### src/rtl/core/ccr_pkg.sv
`timescale 1ns / 1ps
`default_nettype none
package ccr_pkg;
    localparam int MaxPoints  = 64;
    localparam int IdxW       = 6;
    localparam int CoordW     = 32;
    localparam int FracW      = 16;
    localparam int CntW       = 7;
    localparam int AccW       = 40;
    localparam int PointW     = 3 * CoordW;

    localparam logic OP_LOAD = 1'b0;
    localparam logic OP_EVAL = 1'b1;

    // controller to datapath commands
    typedef struct packed {
        logic           wr_en;
        logic [IdxW-1:0] wr_addr;
        logic           rd_en;
        logic [IdxW-1:0] rd_addr;
        logic [1:0]     tap_sel;   // which of P0..P3 the read data lands in
        logic           tap_load;
        logic           coef_load; // form c0..c3 from taps
        logic           step_en;   // one Horner step on all lanes
        logic [2:0]     step_num;  // 0..2 step index
        logic           out_load;  // halve, saturate, register result
    } ccr_cmd_t;

    typedef logic signed [AccW-1:0] acc_t;

    // v*t/2^FracW rounded, ties away from zero
    function automatic acc_t mul_frac(input acc_t a, input logic [FracW-1:0] t);
        logic             neg;
        logic [AccW-1:0]  mag;
        logic [AccW+FracW-1:0] prod;
        logic [AccW-1:0]  q;
        begin
            neg  = a[AccW-1];
            mag  = neg ? (~a + 1'b1) : a;
            prod = mag * t + (AccW+FracW)'(1 << (FracW - 1));
            q    = prod[AccW+FracW-1:FracW];
            mul_frac = neg ? acc_t'(~q + 1'b1) : acc_t'(q);
        end
    endfunction

    function automatic logic [CoordW-1:0] halve_sat(input acc_t v);
        logic [AccW-1:0] mag;
        logic [AccW-1:0] h;
        acc_t r;
        begin
            mag = v[AccW-1] ? (~v + 1'b1) : v;
            h   = (mag + 1'b1) >> 1;
            r   = v[AccW-1] ? acc_t'(~h + 1'b1) : acc_t'(h);
            if (r > acc_t'({1'b0, {(CoordW-1){1'b1}}}))
                halve_sat = {1'b0, {(CoordW-1){1'b1}}};
            else if (r < -acc_t'({1'b0, {(CoordW-1){1'b1}}}) - 1)
                halve_sat = {1'b1, {(CoordW-1){1'b0}}};
            else
                halve_sat = r[CoordW-1:0];
        end
    endfunction
endpackage
`default_nettype wire

### src/rtl/core/ccr_ctrl.sv
`timescale 1ns / 1ps
`default_nettype none
module ccr_ctrl (
    input  wire                        aclk,
    input  wire                        aresetn,
    input  wire                        in_valid,
    output logic                       in_ready,
    input  wire                        in_op,
    input  wire [ccr_pkg::IdxW-1:0]    in_slot,
    input  wire [ccr_pkg::FracW-1:0]   in_frac,
    input  wire                        cfg_valid,
    output logic                       cfg_ready,
    input  wire [ccr_pkg::CntW-1:0]    cfg_data,
    output logic                       out_valid,
    input  wire                        out_ready,
    output ccr_pkg::ccr_cmd_t          cmd,
    output logic [ccr_pkg::FracW-1:0]  t_out,
    output logic                       t_load
);
    import ccr_pkg::*;

    localparam logic [2:0] ST_IDLE = 3'd0;
    localparam logic [2:0] ST_READ = 3'd1;
    localparam logic [2:0] ST_COEF = 3'd2;
    localparam logic [2:0] ST_STEP = 3'd3;
    localparam logic [2:0] ST_OUT  = 3'd4;

    logic [2:0]      state_reg, state_next;
    logic [CntW-1:0] count_reg;
    logic [IdxW-1:0] n_m1, addr_reg, addr_next;
    logic [2:0]      cnt_reg, cnt_next;
    logic [CntW-1:0] n_eff;
    logic [CntW+FracW-1:0] s;
    logic            busy_out_reg;
    logic            in_acc;

    assign n_eff = (count_reg == '0) ? CntW'(1) :
                   (count_reg > CntW'(MaxPoints)) ? CntW'(MaxPoints) : count_reg;
    assign n_m1    = IdxW'(n_eff - 1'b1);
    assign s       = in_frac * n_eff;
    assign t_out   = s[FracW-1:0];
    assign in_ready = (state_reg == ST_IDLE) && !busy_out_reg;
    assign in_acc   = in_valid && in_ready;
    assign t_load   = in_acc && (in_op == OP_EVAL);
    assign cfg_ready = 1'b1;
    assign out_valid = busy_out_reg;

    // next state and commands
    always_comb begin
        state_next = state_reg;
        addr_next  = addr_reg;
        cnt_next   = cnt_reg;
        cmd        = '0;
        cmd.wr_addr = in_slot;
        cmd.rd_addr = addr_reg;
        cmd.tap_sel = cnt_reg[1:0] - 2'd1;
        cmd.step_num = cnt_reg;
        unique case (state_reg)
            ST_IDLE: begin
                if (in_acc && in_op == OP_LOAD) cmd.wr_en = 1'b1;
                if (t_load) begin
                    // P0 sits one before the segment, modulo n
                    addr_next = (s[CntW+FracW-1:FracW] == '0) ? n_m1 :
                                IdxW'(s[CntW+FracW-1:FracW] - 1'b1);
                    cnt_next  = 3'd0;
                    state_next = ST_READ;
                end
            end
            ST_READ: begin
                cmd.rd_en   = (cnt_reg < 3'd4);
                cmd.tap_load = (cnt_reg != 3'd0);
                addr_next = (addr_reg == n_m1) ? '0 : addr_reg + 1'b1;
                cnt_next  = cnt_reg + 1'b1;
                if (cnt_reg == 3'd4) state_next = ST_COEF;
            end
            ST_COEF: begin
                cmd.coef_load = 1'b1;
                cnt_next   = 3'd0;
                state_next = ST_STEP;
            end
            ST_STEP: begin
                cmd.step_en = 1'b1;
                cnt_next = cnt_reg + 1'b1;
                if (cnt_reg == 3'd2) state_next = ST_OUT;
            end
            ST_OUT: begin
                cmd.out_load = 1'b1;
                state_next = ST_IDLE;
            end
            default: state_next = ST_IDLE;
        endcase
    end

    always_ff @(posedge aclk) begin
        if (!aresetn) begin
            state_reg    <= ST_IDLE;
            count_reg    <= CntW'(4);
            busy_out_reg <= 1'b0;
            addr_reg     <= '0;
            cnt_reg      <= '0;
        end else begin
            state_reg <= state_next;
            addr_reg  <= addr_next;
            cnt_reg   <= cnt_next;
            if (cfg_valid) count_reg <= cfg_data;
            if (cmd.out_load) busy_out_reg <= 1'b1;
            else if (out_ready) busy_out_reg <= 1'b0;
        end
    end
endmodule
`default_nettype wire

### config.mk
export PLATFORM = sky130hd
export DESIGN_NAME = ccr_ctrl
export DESIGN_NICKNAME = d
export VERILOG_FILES = /design/src/rtl/core/ccr_pkg.sv /design/src/rtl/core/ccr_ctrl.sv
export SDC_FILE = /design/constraint.sdc
export NUM_CORES = 1
export LEC_CHECK = 0
export BUFFER_PORTS_ARGS = -buffer_cell sky130_fd_sc_hd__buf_2
export CORE_MARGIN = 3
export CORE_UTILIZATION = 53
export CTS_CLUSTER_DIAMETER = 120
export CTS_CLUSTER_SIZE = 8
export DETAILED_ROUTE_END_ITERATION = 12
export PLACE_DENSITY = 0.82
export SLEW_MARGIN = 20
export SYNTH_ARGS = -nofsm -noshare
export SYNTH_HDL_FRONTEND = slang
export SYNTH_SLANG_ARGS = --single-unit
export TNS_END_PERCENT = 100
### constraint.sdc
create_clock -name aclk -period 10.35 [get_ports aclk]
set_input_delay 2.5875 -clock aclk [delete_from_list [all_inputs] [get_ports aclk]]
set_output_delay 2.5875 -clock aclk [all_outputs]
set_load 0.01 [all_outputs]
* Word level (Yosys, flattened, before mapping)
Index checks and enable logic that the tools add are counted. Widths: inputs -> output; s select.
Word-level totals: flip-flop bits (word level) 20, input bits 35, output and inout bits 43, logic and storage cells 61
Cells by class: add/subtract/negate cells 5, multipliers 1, $lt $le $gt $ge 2, equal/unequal tests 10, mux-type cells 21, bitwise gates (word level) 1, reductions and logical operators 16
Operators with widths (number):
- $mul 16x7->23 | 1
- $mux 6 | 3
- $logic_not 7->1 | 2
- $mux 7 | 2
- $mux 3 | 4
- $pmux 3 s4 | 1
- $pmux 6 s2 | 1
- $sub 6x1->6 const B | 2
- $eq 3x2->1 const B | 3
- $mux 1 | 9
- $pmux 3 s3 | 1
- $gt 7x7->1 const B | 1
- $add 6x1->6 const B | 1
- $eq 3x3->1 const B | 2
- $eq 6x6->1 | 1
- $ne 2x2->1 const B | 3
- $reduce_bool 3->1 | 2
- $logic_and 1x1->1 | 4
- $reduce_and 2->1 | 2
- $reduce_bool 2->1 | 2
- $add 3x1->3 const B | 1
- $eq 3x1->1 const B | 1
- $logic_not 3->1 | 1
- $lt 3x3->1 const B | 1
- other kinds (5) | 5

* Longest topological paths before layout
Gate-level depths: netlist of run 1.
depth in word-level cells 8, mapped depth 26

* Worst setup path after synthesis of run 1
No wires, ideal clock.
kind input to output, start input port in_frac[0] in the netlist's numbering, end output port t_out[15] in the netlist's numbering, arrival 6461 ps, slack 1301 ps, stages on the path 16, cells stage by stage nand2_1 > fa_1 > fa_1 > inv_1 > fa_1 > inv_1 > fa_1 > inv_1 > ha_1 > a21oi_1 > nand2_1 > or2_2 > a21oi_1 > o21bai_1 > a21oi_1 > xnor2_1
Between the ends: longest elaborated chain between the ends 1
RTL lines:
- start: declaration | line ccr_ctrl.sv:10 | input wire [ccr_pkg::FracW-1:0] in_frac,
- $mul 16x7->23 | line ccr_ctrl.sv:40 | assign s = in_frac * n_eff;
- end: declaration | line ccr_ctrl.sv:17 | output logic [ccr_pkg::FracW-1:0] t_out,
No other way between the ends.

* Worst setup path in the final report of run 1
Same ends and word-level chain as after synthesis.

==> impl_metrics.py, run 1 <==
metrics = {
    "synth": {
        "netlist-cell-type-count": 65,
        "syn-cell-area_um2": 5040,
        "yosys_register_bits": 20,
        "synthFlopType": "dfxtp_1",
        "synth-edff-count": 0,
        "synth_fp_nets": 763,
        "yosysSeqAreaShare": 0.0795,
        "ys_top_cells_by_area": "fa_1 (27%), ha_1 (12%), dfxtp_1 (8.0%)",
        "syn_area_per_cell_um2": 8.24,
        "synth_top_cell_by_area": "fa_1",
        "post-synth-top-count-cell": "inv_1",
        "synth-async-reset-ratio": 0,
        "ys_warn_count": 0,
        "synth_common_cells": "inv_1 (91), nand2_1 (87), fa_1 (69)",
        "synth_top_area_share": 0.274,
        "syn_inst": 611,
    },
    "global_routing": {
        "grt_pass1_vias": 4251,
        "grt_first_pass_wirelength_um": 20200,
        "overflow": 0,
        "grt_use_total": 0.235,
        "antenna_found_initial": 0,
        "grt_max_degree": 26,
    },
    "placement": {
        "port_buffers": 64,
        "dp_hpwl_um": 10100,
        "gp_congestion": 0.879,
        "post-place-ws_ns": 0.848,
        "dp.cells": 778,
    },
    "final_layout": {
        "layout.cells.non_filler": 782,
        "multiInputGateArea_um2": 4150,
        "area_growth_pct": 8.67,
        "regArea_um2": 400,
        "num-fill-cells": 774,
        "drive_gt1_frac": 0.131,
        "diodes": 0,
        "fin_nets": 809,
        "largest_reg_flops": 7,
    },
    "worst_setup_path": {
        "critPathKind": "in -> out",
        "start_kind": "input port",
        "cp_max_fo": 7,
        "arrival_ns": 6.97,
        "cp-end-kind": "output pin",
        "cp.required_ns": 7.76,
    },
    "timing": {
        "fmax_ghz": 0.105,
        "finalMaxSlewViolations": 0,
        "clock_skew_ns": 0.00775,
        "slew_headroom": 0.330,
        "final.setup.worst_slack_ns": 0.790,
        "setup_viol": 0,
        "min_period_ns": 9.56,
        "setup_tns_ns": 0,
        "worstMarginPinSlew_ns": 1.00,
        "rsz0062_at_grt": "false",
        "finalCritPeriodShare": 0.924,
        "final-hold-violation-count": 0,
    },
    "cts": {
        "clk_latency_ns": 0.27,
        "post_cts_buffers": 0,
        "cts_num_sinks": 20,
        "cts_root_buffer": "clkbuf_8",
        "numCtsBuffers": 3,
        "hold_buffers": 0,
        "cts_tree": "yes",
        "clkTransAtPathRegs_ns": 0.08,
        "cts_repair_resize_count": 0,
        "cts_buffer_depth": 2,
        "htree_levels": 1,
    },
    "power": {
        "peakVddDrop_mv": 0.101,
        "power_uw": 740,
        "p_leak_nw": 2.76,
        "power.density_nw_per_um2": 135,
    },
    "route": {
        "first_pass_iters": 6,
        "drc_errors": 0,
        "top_layer": "met4",
        "route.met3.wl_um": 934,
        "via_per_inst": 5.53,
        "wl_um": 12300,
        "wl_met2_um": 5670,
        "wl_met1_um": 5560,
        "wire_per_inst_um": 15.7,
        "vias": 4322,
        "drtIter0Drc": 247,
        "detail-route-antenna-nets": 0,
    },
    "floorplan": {
        "initial_core_util": 0.561,
        "die_x_um": 103,
        "die_area_um2": 10700,
        "rows": 34,
        "coreArea_um2": 8980,
        "die_h_um": 103,
        "io_pins": 78,
    },
    "worst_hold_path": {
        "hp-class": "reg -> reg",
    },
    "status": {
        "outcome": "finished clean",
    },
    "flow_run": {
        "maxCapViolations": 0,
    },
}
==> cell type report <==
class                      count  area share
clock buffer                   3     0.00754
inverter                      91      0.0624
clock inverter                 1     0.00549
tap                          126      0.0288
multi-input combinational    473       0.759
timing repair buffer          68      0.0640
sequential                    20      0.0732
==> logic make-up after synthesis <==
family          after synthesis  share of synthesized area
flops                        20                     0.0795
compound gates               94                      0.132
fa+ha+maj                   117                      0.394
simple gates                221                      0.223
buf+inv                     118                     0.0961
xor+xnor                     29                     0.0532
other cells                   1                   0.000745
mux                          11                     0.0219
==> power by group <==
group | internal [mW] | switching [mW]
clock network | 0.0517 | 0.0274
logic | 0.227 | 0.332
registers | 0.0862 | 0.0159
==> metal layers <==
layer,vias up,global-route usage
met1,2088,0.360
met4,0,0.0349
met3,18,0.0309
met5,-,0
met2,160,0.364
li1,2056,-
==> worst paths after layout <==
check / cells after the start / startpoint / slack [ns] / end
setup / recovery: 18 / in_frac[0] / 0.79 / t_out[15]
hold / removal: 2 / cnt_reg[0] / 0.54 / cnt_reg[0]
hold reg to reg: 2 / cnt_reg[0] / 0.54 / cnt_reg[0]
setup reg to reg: 23 / count_reg[6] / 3.34 / addr_reg[4]
==> cells in the final DEF, fill, tap and decap left out, types with 4 or more instances in the layout <==
master and instances:
a21o_1 6, a21oi_1 29, ha_1 48, nand2_1 87, nor3_1 5, o211ai_1 5, a31oi_1 4, nand2b_1 5
xnor2_1 19, and2_1 57, dfxtp_1 20, and3_1 4, buf_4 4, nand3_1 9, nor2b_1 16, fa_1 69
xor2_1 9, inv_1 91, nand4_1 6, buf_2 64, nor2_1 18, o21ai_0 15, mux2i_1 11
==> worst max-delay path, cell delays in order <==
cell,delay (ns)
buf_2,0.13
nand2_1,0.09
fa_1,0.55
fa_1,0.56
inv_1,0.06
fa_1,0.54
inv_1,0.06
fa_1,0.52
inv_1,0.04
ha_1,0.36
a21oi_1,0.16
nand2_1,0.07
or2_2,0.33
a21oi_1,0.34
o21bai_1,0.11
a21oi_1,0.18
xnor2_1,0.13
buf_2,0.15
==> per-stage QoR <==
step,util,hold WS (ns),instance area (um2)
2_1_floorplan,-,0.502,5040
5_1_grt,0.610,0.553,5470
3_5_place_dp,0.602,0.525,5400
3_3_place_gp,0.602,0.517,5400
4_1_cts,0.610,0.540,5470
6_report,0.610,0.541,5470
Note: power is estimated with default switching activity, not from simulation.
==> run 2, diff against run 1 <==
Settings changed: REMOVE_ABC_BUFFERS from default to 1.
==> run 2 against run 1 <==
Against the previous run:
- via count down 0.19%
- final cell count unchanged
- clock skew down 0.0014 ns
- maximum frequency down 1.5%
- power down 2.7%
- routed wire length down 1.4%
- final area down 0.25%
==> impl_metrics.py, run 2 (synthesis results as in run 1) <==
metrics = {
    "cts": {
        "cts_repair_resize_count": 0,
        "cts_num_sinks": 20,
        "clk_latency_ns": 0.26,
        "post_cts_buffers": 0,
        "numCtsBuffers": 3,
        "hold_buffers": 0,
        "cts_buffer_depth": 2,
        "cts_tree": "yes",
        "cts_root_buffer": "clkbuf_8",
        "clkTransAtPathRegs_ns": 0.08,
        "htree_levels": 1,
    },
    "floorplan": {
        "die_h_um": 103,
        "coreArea_um2": 8980,
        "io_pins": 78,
        "die_x_um": 103,
        "initial_core_util": 0.561,
        "die_area_um2": 10700,
        "rows": 34,
    },
    "power": {
        "power_uw": 719,
        "power.density_nw_per_um2": 132,
        "peakVddDrop_mv": 0.0865,
        "p_leak_nw": 2.75,
    },
    "worst_setup_path": {
        "startpoint": "in_frac[0]",
        "cp-end-kind": "output pin",
        "ff2ff_path_depth": 22,
        "reg2reg_from": "count_reg[6]",
        "critPathKind": "in -> out",
        "r2r_slack_ns": 3.47,
        "start_kind": "input port",
        "crit_end": "t_out[15]",
        "timing.rr.end": "addr_reg[3]",
        "cp.required_ns": 7.76,
        "arrival_ns": 7.12,
        "cp_max_fo": 7,
    },
    "placement": {
        "post-place-ws_ns": 0.652,
        "gp_congestion": 0.971,
        "port_buffers": 64,
        "dp_hpwl_um": 10100,
    },
    "global_routing": {
        "overflow": 0,
        "grt_pass1_vias": 4381,
        "grt_max_degree": 26,
        "grt_use_met3": 0.0355,
        "met1_usage": 0.324,
        "use_met2": 0.403,
        "grt-busiest-layer": "met2",
        "antenna_found_initial": 0,
        "grt_use_total": 0.237,
        "grt_first_pass_wirelength_um": 20400,
    },
    "timing": {
        "setup_viol": 0,
        "final-hold-violation-count": 0,
        "fmax_ghz": 0.103,
        "finalMaxSlewViolations": 0,
        "clock_skew_ns": 0.00636,
        "whs_ns": 0.542,
        "setup_tns_ns": 0,
        "worstMarginPinSlew_ns": 0.918,
        "min_period_ns": 9.71,
        "final.setup.worst_slack_ns": 0.643,
        "slew_headroom": 0.387,
        "finalCritPeriodShare": 0.938,
        "rsz0062_at_grt": "false",
    },
    "route": {
        "wl_um": 12100,
        "via_per_inst": 5.52,
        "drc_errors": 0,
        "drtIter0Drc": 185,
        "detail-route-antenna-nets": 0,
        "vias": 4314,
        "first_pass_iters": 4,
        "wire_per_inst_um": 15.5,
    },
    "status": {
        "outcome": "finished clean",
    },
    "final_layout": {
        "diodes": 0,
        "postLayoutCoreUtil": 0.608,
        "final_common_cell": "inv_1",
        "drive_gt1_frac": 0.133,
        "largest_reg_flops": 7,
        "area_growth_pct": 8.40,
        "layout_common_cells": "inv_1 (91), nand2_1 (87), fa_1 (69), buf_2 (64), and2_1 (57)",
        "fin_nets": 809,
    },
    "flow_run": {
        "maxCapViolations": 0,
    },
    "worst_hold_path": {
        "hp-class": "reg -> reg",
    },
}
run 2: cell types whose count changed in the layout (fill, tap and decap cells not counted), sizes merged:
| cell | delta |
|---|---|
| bufinv | -1 |
| clkbuf | +1 |
run 2: metal layers:
| metal | part of all wire | vias up |
|---|---|---|
| met4 | 0.013 | 0 |
| met5 | 0 | - |
| met2 | 0.49 | 154 |
| met1 | 0.44 | 2093 |
| met3 | 0.057 | 16 |
| li1 | - | 2051 |
run 2: power by group:
part | leakage (nW) | total [mW] | internal (mW) | switching [mW]
clock | 0.0288 | 0.0600 | 0.0339 | 0.0261
combinational | 2.56 | 0.558 | 0.226 | 0.331
sequential | 0.164 | 0.102 | 0.0862 | 0.0157
total | 2.75 | 0.719 | 0.347 | 0.373
run 2: per-stage QoR:
step / area [um2] / instances
global route: 5460 / 782
finish: 5460 / 782
global placement: 5400 / 778
detailed placement: 5400 / 778
floorplan: 4890 / 584
CTS: 5460 / 782
run 2: critical path: stages:
cell and delay, ns:
buf_2 0.14, nand2_1 0.10, fa_1 0.55, fa_1 0.56
inv_1 0.06, fa_1 0.53, inv_1 0.05, fa_1 0.53
inv_1 0.04, ha_1 0.36, a21oi_1 0.15, nand2_1 0.07
or2_2 0.33, a21oi_1 0.41, o21bai_1 0.12, a21oi_1 0.22
xnor2_1 0.15, buf_2 0.16
run 2: worst min-delay path by stage:
| stage | from | endpoint | slack [ns] | cells past startpoint |
|---|---|---|---|---|
| detailed placement | cnt_reg[0] | cnt_reg[0] | 0.53 | 2 |
| floorplan | state_reg[2] | state_reg[1] | 0.50 | 1 |
| global route | cnt_reg[0] | cnt_reg[0] | 0.56 | 2 |
| global placement | cnt_reg[0] | cnt_reg[0] | 0.52 | 2 |
| CTS | cnt_reg[0] | cnt_reg[0] | 0.54 | 2 |
| finish | cnt_reg[0] | cnt_reg[0] | 0.54 | 2 |
run 2: layout make-up:
type	instances	area [um2]
Multi-Input combinational cell	473	4150
Fill cell	825	3520
Sequential cell	20	400
Timing Repair Buffer	68	350
Inverter	91	342
Tap cell	126	158
Clock buffer	4	55.1
